--- src/sv/dense_layer_matrix_vector_core_defines.svh ---
// assertion macros shared by the dense layer core modules
`ifndef DENSE_LAYER_MATRIX_VECTOR_CORE_DEFINES_SVH
`define DENSE_LAYER_MATRIX_VECTOR_CORE_DEFINES_SVH

// same-cycle implication, checked out of reset
`define DLMV_ASSERT_NOW(label, ante, cons, msg) \
  label: assert property (@(posedge clk) disable iff (!rst_n) (ante) |-> (cons)) \
    else $error(msg);

// next-cycle implication, checked out of reset
`define DLMV_ASSERT_NEXT(label, ante, cons, msg) \
  label: assert property (@(posedge clk) disable iff (!rst_n) (ante) |=> (cons)) \
    else $error(msg);

`endif

--- src/sv/dlmv_pkg.sv ---
// shared types and constants for the dense layer matrix-vector core
package dlmv_pkg;

  localparam int VALUE_W   = 16;
  localparam int PROD_W    = 32;
  localparam int SUM_W     = 40;
  localparam int ROW_IDX_W = 5;
  localparam int COL_IDX_W = 2;
  localparam int RES_IDX_W = 2;

  // action codes of an input word
  localparam logic ACT_WRITE = 1'b0;
  localparam logic ACT_ELEM  = 1'b1;

  typedef enum logic [1:0] {
    ST_RUN,
    ST_DRAIN,
    ST_EMIT
  } state_t;

  // controller to datapath
  typedef struct packed {
    logic                 take;
    logic                 shift;
    logic                 final_word;
    logic [RES_IDX_W-1:0] res_idx;
  } cmd_t;

  // datapath to controller
  typedef struct packed {
    logic last_at_acc;
    logic out_free;
  } status_t;

endpackage

--- src/sv/dlmv_ctrl.sv ---
// controller: input flow, drain of the last element and emission of sums
module dlmv_ctrl #(
  parameter int OUT_COUNT = 4
) (
  input  logic              clk,
  input  logic              rst_n,
  input  logic              in_valid,
  input  logic              in_action,
  input  logic              in_last,
  output logic              in_stall,
  output dlmv_pkg::cmd_t    cmd,
  input  dlmv_pkg::status_t stat
);
  import dlmv_pkg::*;

  `include "dense_layer_matrix_vector_core_defines.svh"

  localparam int CW = (OUT_COUNT > 1) ? $clog2(OUT_COUNT) : 1;

  state_t        state_r, state_nxt;
  logic [CW-1:0] cnt_r, cnt_nxt;
  logic          elem_last;

  // outputs of the state machine
  always_comb begin
    in_stall       = 1'b1;
    cmd.take       = 1'b0;
    cmd.shift      = 1'b0;
    cmd.final_word = (cnt_r == CW'(OUT_COUNT - 1));
    cmd.res_idx    = RES_IDX_W'(cnt_r);
    unique case (state_r)
      ST_RUN: begin
        in_stall = 1'b0;
        cmd.take = in_valid;
      end
      ST_DRAIN: begin
        in_stall = 1'b1;
      end
      ST_EMIT: begin
        cmd.shift = stat.out_free;
      end
      default: begin
        in_stall = 1'b1;
      end
    endcase
  end

  assign elem_last = cmd.take && (in_action == ACT_ELEM) && in_last;

  // next state
  always_comb begin
    state_nxt = state_r;
    unique case (state_r)
      ST_RUN: begin
        if (elem_last) begin
          state_nxt = ST_DRAIN;
        end
      end
      ST_DRAIN: begin
        if (stat.last_at_acc) begin
          state_nxt = ST_EMIT;
        end
      end
      ST_EMIT: begin
        if (cmd.shift && cmd.final_word) begin
          state_nxt = ST_RUN;
        end
      end
      default: begin
        state_nxt = ST_RUN;
      end
    endcase
  end

  // output word counter
  always_comb begin
    cnt_nxt = cnt_r;
    if (cmd.shift) begin
      cnt_nxt = cmd.final_word ? '0 : cnt_r + CW'(1);
    end
  end

  always_ff @(posedge clk) begin
    if (!rst_n) begin
      state_r <= ST_RUN;
      cnt_r   <= '0;
    end else begin
      state_r <= state_nxt;
      cnt_r   <= cnt_nxt;
    end
  end

  `DLMV_ASSERT_NEXT(a_last_drains, elem_last, state_r == ST_DRAIN, "last element did not start drain")
  `DLMV_ASSERT_NEXT(a_drain_emits, (state_r == ST_DRAIN) && stat.last_at_acc, state_r == ST_EMIT, "drain did not lead to emit")
  `DLMV_ASSERT_NEXT(a_final_runs, cmd.shift && cmd.final_word, (state_r == ST_RUN) && (cnt_r == '0), "emit did not finish cleanly")

endmodule

--- config.mk ---
export PLATFORM = sky130hd
export DESIGN_NAME = dlmv_ctrl
export DESIGN_NICKNAME = d
export VERILOG_FILES = /design/src/sv/dlmv_pkg.sv /design/src/sv/dlmv_ctrl.sv
export VERILOG_INCLUDE_DIRS = /design/src /design/src/sv
export SDC_FILE = /design/constraint.sdc
export NUM_CORES = 1
export LEC_CHECK = 0
export ABC_AREA = 1
export BUFFER_PORTS_ARGS = -buffer_cell sky130_fd_sc_hd__buf_2
export CAP_MARGIN = 20
export CORE_AREA = 2 2 39 41
export DETAILED_ROUTE_END_ITERATION = 12
export DIE_AREA = 0 0 41 43
export SLEW_MARGIN = 10
export SYNTH_ARGS = -nofsm -noshare
export SYNTH_HDL_FRONTEND = slang
export SYNTH_SLANG_ARGS = --single-unit
export TNS_END_PERCENT = 100
--- constraint.sdc ---
create_clock -name clk -period 1.3 [get_ports clk]
set_clock_uncertainty 0.1 [all_clocks]
set_input_delay 0.065 -clock clk [delete_from_list [all_inputs] [get_ports clk]]
set_output_delay 0.065 -clock clk [all_outputs]
set_load 0.1 [all_outputs]
==> impl_metrics.json, run 1 <==
{
  "status": "complete, no violations",
  "p_per_area_nw_per_um2": 889,
  "yosysSeqAreaShare": 0.372,
  "diodes": 0,
  "place_ws_ns": 0.307,
  "antenna_found_initial": 0,
  "startpoint_type": "register",
  "grt_pass1_wl_um": 814,
  "end_kind": "output pin",
  "cts_tree": "built",
  "gp_congestion": 0.696,
  "min_path_type": "in -> reg",
  "grt-ovfl-total": 0,
  "dr_total_vias": 239,
  "clkSinkCount": 4,
  "setup_slack_ns": 0.0813,
  "critPathKind": "reg -> out",
  "die_w_um": 41,
  "finalSetupViolations": 0,
  "synthToLayoutAreaGrowth_pct": 99.4,
  "grt_pass1_vias": 208,
  "p_leak_uw": 0.000206,
  "io_pins": 13,
  "grt_max_degree": 6,
  "ys_warn_count": 0,
  "drv_cap": 0,
  "post-cts-setup-buffers": 0,
  "ir_drop_uv": 325,
  "rsz0062_at_grt": "false",
  "period_share": 0.937,
  "numCtsBuffers": 3,
  "holdWs_ns": 0.0220,
  "synth_area_um2": 215,
  "path_clk_slew_ns": 0.04,
  "h-tree-depth": 1,
  "max_freq_ghz": 0.821,
  "syn-num-nets": 42,
  "finalHoldViolations": 0,
  "viasPerCell": 3.62,
  "finalWirelength_um": 480,
  "post-route-util": 0.310,
  "post_route_cells_drive_above_1_share": 0.480,
  "antenna_left": 0,
  "drc": 0,
  "report.final.slew_viol_count": 0,
  "firstDrtPassIters": 2,
  "grt_usage": 0.0754,
  "slew_headroom": 0.680,
  "cp_max_fo": 3,
  "wire_per_inst_um": 7.27,
  "die_y_um": 43,
  "crit_required_ns": 1.13,
  "die_area_um2": 1760,
  "clock_latency_ns": 0.23,
  "ys_ff_latch": 4,
  "coreArea_um2": 1380,
  "first_iter_violations": 1,
  "syn-instance-count": 34,
  "syn_area_per_cell_um2": 6.33,
  "cp.arrival_ns": 1.05,
  "place_hpwl_um": 427,
  "start_util": 0.156,
  "fp-row-count": 14,
  "min_period_ns": 1.22,
  "yosysUniqueCellTypes": 10,
  "io_buffer_count": 12,
  "worstMarginPinSlew_ns": 0.483,
  "cts_buffer_depth": 2,
  "root_buffer": "clkbuf_4",
  "nNetsFinal": 60
}
==> synth_stat cells <==
library cell / count / share of area
a21oi_1: 1 / 0.023
inv_1: 5 / 0.087
nor2_1: 10 / 0.17
nand3_1: 3 / 0.070
ha_1: 1 / 0.058
nand2_1: 6 / 0.10
dfxtp_1: 4 / 0.37
nand3_2: 1 / 0.047
inv_2: 2 / 0.035
nand2_2: 1 / 0.029
==> path summary, 6_finish.rpt <==
kind | slack, ns | to | depth (start not counted) | from
setup reg to reg | 0.35 | state_r[1]$_SDFFE_PN0P_ | 4 | cnt_r[0]$_SDFFE_PN0N_
setup / recovery | 0.08 | cmd[4] | 4 | state_r[1]$_SDFFE_PN0P_
hold / removal | 0.02 | state_r[1]$_SDFFE_PN0P_ | 3 | stat[1]
hold reg to reg | 0.41 | state_r[1]$_SDFFE_PN0P_ | 2 | state_r[0]$_SDFFE_PN0P_
==> metal layers <==
metal	GRT usage	vias up	part of all wire
li1	-	135	-
met1	0.0806	98	0.41
met2	0.0875	6	0.50
met3	0.0524	0	0.092
met4	0.0800	0	0
met5	0	-	0
==> flip-flops by register name (all words and copies together), names as in the netlist <==
name and flops:
state_r 2, cnt_r 2
==> final cells by class <==
cell class	count	area, um2
repair buffers	13	130
clock buffers	3	22.5
multi-input cells	23	143
well taps	16	20.0
fillers	152	955
flip-flops and latches	4	87.6
inverters	7	26.3
==> cells by family (layout without fill, tap and decap cells) <==
kind of cell / count (synthesis) / in the layout / share of synthesized area
buffers and inverters: 7 / 23 / 0.122
flip-flops: 4 / 4 / 0.372
AND/OR/NAND/NOR: 21 / 21 / 0.424
AO/OA/AOI/OAI: 1 / 1 / 0.0232
adder cells (fa/ha/maj): 1 / 1 / 0.0581
==> repair_timing <==
action / 4_1_cts / 5_1_grt
endpoints found under the hold margin: 2 / 0
setup endpoints to repair: 0 / 1
resized for setup: 0 / 1
hold buffers: 1 / 0
==> through the flow <==
step / TNS (ns) / area (um2) / std cells / power [uW]
finish: 0 / 429 / 66 / 382
global route: 0 / 429 / 66 / 410
CTS: 0 / 429 / 66 / 394
detailed placement: 0 / 397 / 62 / 233
global placement: 0 / 397 / 62 / 232
floorplan: -0.0728 / 256 / 34 / 195
==> critical path: stages, from the launching register on <==
cell,delay (ns)
dfxtp_1,0.33
inv_2,0.12
nand2_8,0.07
nor2_4,0.12
buf_12,0.18
==> report_power, final <==
| part | switching (uW) | internal [uW] |
|---|---|---|
| Combinational | 67.8 | 37.7 |
| Sequential | 3.42 | 123 |
| Clock | 46.2 | 103 |
==> layout by cell type, fill, tap and decap left out, types with 2 or more instances in the layout <==
cell      synthesis  final
nor2_1           10      9
inv_2             2      3
inv_1             5      4
dfxtp_1           4      2
buf_2             0      8
nand2_1           6      6
clkbuf_4          0      3
buf_12            0      4
nand3_1           3      3
dfxtp_4           0      2
(Power assumes the default switching activity.)
==> run 2, diff against run 1 <==
--- a/config.mk
+++ b/config.mk
@@ -6,7 +6,6 @@
 export SDC_FILE = /design/constraint.sdc
 export NUM_CORES = 1
 export LEC_CHECK = 0
-export ABC_AREA = 1
 export BUFFER_PORTS_ARGS = -buffer_cell sky130_fd_sc_hd__buf_2
 export CAP_MARGIN = 20
 export CORE_AREA = 2 2 39 41
==> run 2 against run 1 <==
Effect of this change: via count is 8.8% lower; combinational power shrank 11%; synthesized cell count is 29% lower; maximum frequency decreased by 4.8%; utilization is 0.81 points lower; design area shrank 2.6%; routed wire length decreased by 0.63%; final cell count fell by 14%; sequential share of layout area up 1.1 points; highest routed layer unchanged.
==> impl_metrics.json, run 2 <==
{
  "syn_area_per_cell_um2": 8.65,
  "startpoint_type": "register",
  "post_route_cells_drive_above_1_share": 0.634,
  "worstMarginPinSlew_ns": 0.484,
  "reg_top3": "cnt_r: 2 flops, state_r: 2 flops",
  "finalSetupViolations": 0,
  "layout.cells.non_filler": 57,
  "root_buffer": "clkbuf_4",
  "busiest_layer": "met2",
  "synthArstFlopShare": 0,
  "max_freq_ghz": 0.781,
  "drc": 0,
  "met3_usage": 0.0314,
  "coreArea_um2": 1380,
  "p_per_area_nw_per_um2": 927,
  "grt_util_met2": 0.0938,
  "min_period_ns": 1.28,
  "die_y_um": 43,
  "gr-usage-met1": 0.0927,
  "crit_required_ns": 1.13,
  "multi_input_area_um2": 143,
  "nNetsFinal": 50,
  "finalWirelength_um": 477,
  "dr_total_vias": 218,
  "final_common_cell": "buf_2",
  "synth-edff-count": 0,
  "yosysTopAreaCellShare": 0.386,
  "path_clk_slew_ns": 0.04,
  "grt-ovfl-total": 0,
  "end_kind": "output pin",
  "r2r-start": "state_r[0]$_SDFFE_PN0P_",
  "gp_congestion": 0.623,
  "period_share": 0.985,
  "antenna_found_initial": 0,
  "grt_usage": 0.0741,
  "place_ws_ns": 0.163,
  "reg2reg_slack_ns": 0.23,
  "hold_path_depth": 3,
  "ys_ff_latch": 4,
  "report.final.slew_viol_count": 0,
  "place_inst": 52,
  "dpl_cell_area_um2": 383,
  "cp.arrival_ns": 1.12,
  "setup_slack_ns": 0.0193,
  "hp-start": "stat[1]",
  "die_w_um": 41,
  "viasPerCell": 3.82,
  "yosysUniqueCellTypes": 12,
  "regArea_um2": 90.1,
  "p_leak_uw": 0.000170,
  "synth_area_leaders": "dfxtp_1, nand3b_1, nand3_1, mux2_4, ha_1",
  "clkSinkCount": 4,
  "finalInstanceArea_um2": 418,
  "grt_pass1_vias": 220,
  "firstDrtPassIters": 1,
  "start_util": 0.150,
  "synth_most_common_cell": "dfxtp_1",
  "die_area_um2": 1760,
  "synth_top_area_cell": "dfxtp_1",
  "synthToLayoutAreaGrowth_pct": 101,
  "synthTopCellsByCount": "dfxtp_1, nand2_1, nand3_1, nand3b_1",
  "wire_per_inst_um": 8.37,
  "min_path_type": "in -> reg",
  "fp-row-count": 14,
  "rsz0062_at_grt": "true",
  "hold_end": "state_r[1]$_SDFFE_PN0P_",
  "h-tree-depth": 1,
  "clock_latency_ns": 0.24,
  "ys_warn_count": 0,
  "place_hpwl_um": 408,
  "drv_cap": 0,
  "final_cell_mix": "buf_2, buf_12",
  "critPathKind": "reg -> out",
  "hold_buffers": 0,
  "finalHoldViolations": 0,
  "grt_pass1_wl_um": 841,
  "setup_tns_ns": 0,
  "syn-num-nets": 32,
  "yosysSeqAreaShare": 0.386,
  "fillers": 146,
  "r2r_cells": 4,
  "cp_max_fo": 5,
  "slew_headroom": 0.680,
  "cts_buffer_depth": 2,
  "cts_tree": "built",
  "antenna_left": 0,
  "first_iter_violations": 0,
  "ir_drop_uv": 274,
  "io_buffer_count": 12,
  "synth_area_um2": 208,
  "r2r_end": "cnt_r[1]$_SDFFE_PN0N_",
  "diodes": 0,
  "yosys_most_used_dff": "dfxtp_1",
  "io_pins": 13,
  "syn-instance-count": 24,
  "status": "complete, no violations",
  "grt_max_degree": 7,
  "numCtsBuffers": 3
}
run 2: changes by cell type in the layout (fill, tap and decap cells not counted), sizes merged, moves of 2 or more:
cell,before,now
nor2,10,2
inv,7,1
nand2,7,3
nand3b,0,3
o21ai,0,2
run 2: what timing repair did:
action / CTS / global route
buffers inserted: 1 / 0
resized for setup: 0 / 1
pin swaps: 1 / 1
endpoints found under the setup margin: 2 / 2
run 2: worst max path at each step:
stage / from / to / slack, ns
after floorplan: state_r[1]$_SDFFE_PN0P_ / cmd[4] / -0.1
after global placement: state_r[0]$_SDFFE_PN0P_ / cmd[3] / 0.20
after detailed placement: state_r[0]$_SDFFE_PN0P_ / cmd[3] / 0.16
after CTS: state_r[1]$_SDFFE_PN0P_ / cmd[4] / 0.002
after global routing: state_r[0]$_SDFFE_PN0P_ / cmd[4] / -0.02
final: state_r[0]$_SDFFE_PN0P_ / cmd[4] / 0.02
run 2: layer usage:
metal	wire [um]	part of all wire
met1	197	0.41
met2	242	0.51
met3	37	0.078
met4	0	0
met5	0	0
run 2: critical path: stages, from the launching register on:
cell	delay, ns
dfxtp_2	0.33
or2_4	0.28
nor2_4	0.10
buf_12	0.18
run 2: through the flow:
stage / power, uW / utilization / hold slack (ns)
floorplan: 186 / - / 0.0874
detailed placement: 221 / 0.277 / 0.260
finish: 387 / 0.302 / 0.0204
global route: 411 / 0.302 / 0.0431
CTS: 397 / 0.301 / 0.0147
global placement: 221 / 0.277 / 0.255
run 2: layout make-up:
type	instances	share of cell area
Timing Repair Buffer	13	0.305
Multi-Input combinational cell	18	0.341
Clock buffer	4	0.0629
Inverter	2	0.0269
Sequential cell	4	0.216
Tap cell	16	0.0479
run 2: logic make-up (layout without fill, tap and decap cells):
kind of cell / after synthesis / in the layout / synth area share
AOI/OAI and AO/OA: 3 / 3 / 0.0844
DFF: 4 / 4 / 0.386
and+or+nand+nor: 13 / 13 / 0.361
muxes: 1 / 1 / 0.0723
adders and majority gates: 1 / 1 / 0.0602
buffers and inverters: 2 / 19 / 0.0362
run 2: power by group:
| group | leakage (uW) | total, uW | switching, uW | internal, uW |
|---|---|---|---|---|
| Clock | 0.0000150 | 168 | 52.3 | 115 |
| Combinational | 0.000120 | 94.0 | 56.6 | 37.3 |
| Sequential | 0.0000349 | 126 | 3.24 | 123 |
| Total | 0.000170 | 387 | 112 | 275 |
==> run 3, diff against run 2 <==
--- a/config.mk
+++ b/config.mk
@@ -11,6 +11,8 @@
 export CORE_AREA = 2 2 39 41
 export DETAILED_ROUTE_END_ITERATION = 12
 export DIE_AREA = 0 0 41 43
+export MAX_ROUTING_LAYER = met4
+export REMOVE_ABC_BUFFERS = 1
 export SLEW_MARGIN = 10
 export SYNTH_ARGS = -nofsm -noshare
 export SYNTH_HDL_FRONTEND = slang
==> constraint.sdc (replaced) <==
create_clock -name clk -period 1.3 [get_ports clk]
set_clock_uncertainty 0.1 [all_clocks]
set_input_delay 0.065 -clock clk [delete_from_list [all_inputs] [get_ports clk]]
set_output_delay 0.065 -clock clk [all_outputs]
set_load 0.01 [all_outputs]
==> run 3 against run 2 <==
Effect of this change: combinational power fell by 65%; via count fell by 2.8%; count of clock-buffer cells in the layout fell by 1; final cell count fell by 3.5%; non-clock buffer count fell by 1; worst hold slack got worse by 0.0046 ns; flip-flop and latch count did not move; global-route usage fell by 0.64 points; maximum frequency rose by 7.7%; register-to-register slack improved by 0.07 ns; critical path depth did not move.
==> impl_metrics.json, run 3 (same netlist as run 2, synthesis figures left out) <==
{
  "cts_resized": 0,
  "hold_buffers": 0,
  "die_area_um2": 1760,
  "clkSinkCount": 4,
  "finalSetupViolations": 0,
  "layout.cells.non_filler": 55,
  "max_freq_ghz": 0.841,
  "worstMarginPinSlew_ns": 0.195,
  "grt_pass1_vias": 182,
  "post_route_cells_drive_above_1_share": 0.436,
  "io_pins": 13,
  "final_common_cell": "buf_2",
  "critPathKind": "reg -> out",
  "r2r_end": "state_r[0]$_SDFFE_PN0P_",
  "post-cts-setup-buffers": 0,
  "r2r_cells": 2,
  "multi_input_area_um2": 120,
  "root_buffer": "clkbuf_4",
  "p_leak_uw": 0.000159,
  "antenna_left": 0,
  "gp_congestion": 0.613,
  "diodes": 0,
  "place_hpwl_um": 354,
  "dr_total_vias": 212,
  "cts_buffer_depth": 2,
  "fillers": 154,
  "slew_headroom": 0.870,
  "cp_max_fo": 5,
  "reg_top3": "cnt_r: 2 flops, state_r: 2 flops",
  "min_path_type": "in -> reg",
  "grt_pass1_wl_um": 683,
  "report.final.slew_viol_count": 0,
  "r2r-start": "state_r[0]$_SDFFE_PN0P_",
  "start_util": 0.150,
  "p_per_area_nw_per_um2": 1010,
  "drv_cap": 0,
  "grt_usage": 0.0678,
  "startpoint_type": "register",
  "grt-ovfl-total": 0,
  "path_clk_slew_ns": 0.04,
  "ir_drop_uv": 277,
  "first_iter_violations": 0,
  "cp.arrival_ns": 1.02,
  "status": "complete, no violations",
  "h-tree-depth": 1,
  "io_buffer_count": 12,
  "place_inst": 52,
  "crit_required_ns": 1.13,
  "reg2reg_slack_ns": 0.30,
  "die_w_um": 41,
  "drc": 0,
  "finalHoldViolations": 0,
  "wire_per_inst_um": 7.91,
  "nNetsFinal": 49,
  "coreArea_um2": 1380,
  "min_period_ns": 1.19,
  "period_share": 0.915,
  "regArea_um2": 80.1,
  "antenna_found_initial": 0,
  "die_y_um": 43,
  "rsz0062_at_grt": "false",
  "setup_tns_ns": 0,
  "end_kind": "output pin",
  "synthToLayoutAreaGrowth_pct": 49.4,
  "hold_path_depth": 3,
  "cts_tree": "built",
  "firstDrtPassIters": 1,
  "final_cell_mix": "buf_2, dfxtp_1",
  "fp-row-count": 14,
  "grt_max_degree": 7,
  "clock_latency_ns": 0.23,
  "hp-start": "rst_n",
  "finalWirelength_um": 435,
  "numCtsBuffers": 3,
  "hold_end": "cnt_r[0]$_SDFFE_PN0N_",
  "viasPerCell": 3.85
}
## run 3: cell count changes in the layout (fill, tap and decap cells not counted), moves of 2 or more
| cell | delta |
|---|---|
| buf_2 | +4 |
| dfxtp_2 | -2 |
| dfxtp_1 | +4 |
| buf_12 | -4 |
| dfxtp_4 | -2 |
## run 3: worst max path at each step
stage	startpoint	end	cells past startpoint
2_1_floorplan	cnt_r[0]$_SDFFE_PN0N_	state_r[1]$_SDFFE_PN0P_	4
3_3_place_gp	state_r[0]$_SDFFE_PN0P_	state_r[0]$_SDFFE_PN0P_	2
3_5_place_dp	state_r[0]$_SDFFE_PN0P_	state_r[0]$_SDFFE_PN0P_	2
4_1_cts	state_r[0]$_SDFFE_PN0P_	cmd[3]	3
5_1_grt	state_r[1]$_SDFFE_PN0P_	cmd[3]	3
6_report	state_r[0]$_SDFFE_PN0P_	cmd[4]	3
## run 3: final cells by class
class | count | share of cell area
clock buffers | 3 | 0.0726
inverters | 2 | 0.0242
multi-input cells | 18 | 0.387
flip-flops and latches | 4 | 0.258
well taps | 16 | 0.0645
repair buffers | 12 | 0.194
## run 3: power breakdown
group          total [uW]  switching [uW]  leakage, uW  internal (uW)
logic                33.2            14.6     0.000113           18.6
clock network         151            48.3    0.0000138            103
registers             129            2.93    0.0000324            126
## run 3: critical path, cell delays in order (launching register included)
cell and delay, ns:
dfxtp_1 0.33, or2_1 0.25, nor2_1 0.08, buf_2 0.13
## run 3: through the flow
stage | hold WS, ns | instance area (um2) | utilization | total power [uW] | setup slack [ns]
3_5_place_dp | 0.261 | 288 | 0.208 | 165 | 0.300
2_1_floorplan | 0.0976 | 208 | - | 147 | 0.240
3_3_place_gp | 0.258 | 288 | 0.208 | 164 | 0.304
6_report | 0.0157 | 310 | 0.224 | 314 | 0.111
4_1_cts | 0.00785 | 310 | 0.224 | 327 | 0.0819
5_1_grt | 0.0295 | 310 | 0.224 | 338 | 0.00454
## run 3: layer usage
layer / up-vias / routed length, um / global-route usage / share of wire
li1: 112 / - / - / -
met1: 95 / 158 / 0.0607 / 0.36
met2: 3 / 236 / 0.0813 / 0.54
met3: 2 / 30 / 0.0314 / 0.069
met4: 0 / 9 / 0.100 / 0.021
met5: - / 0 / - / 0
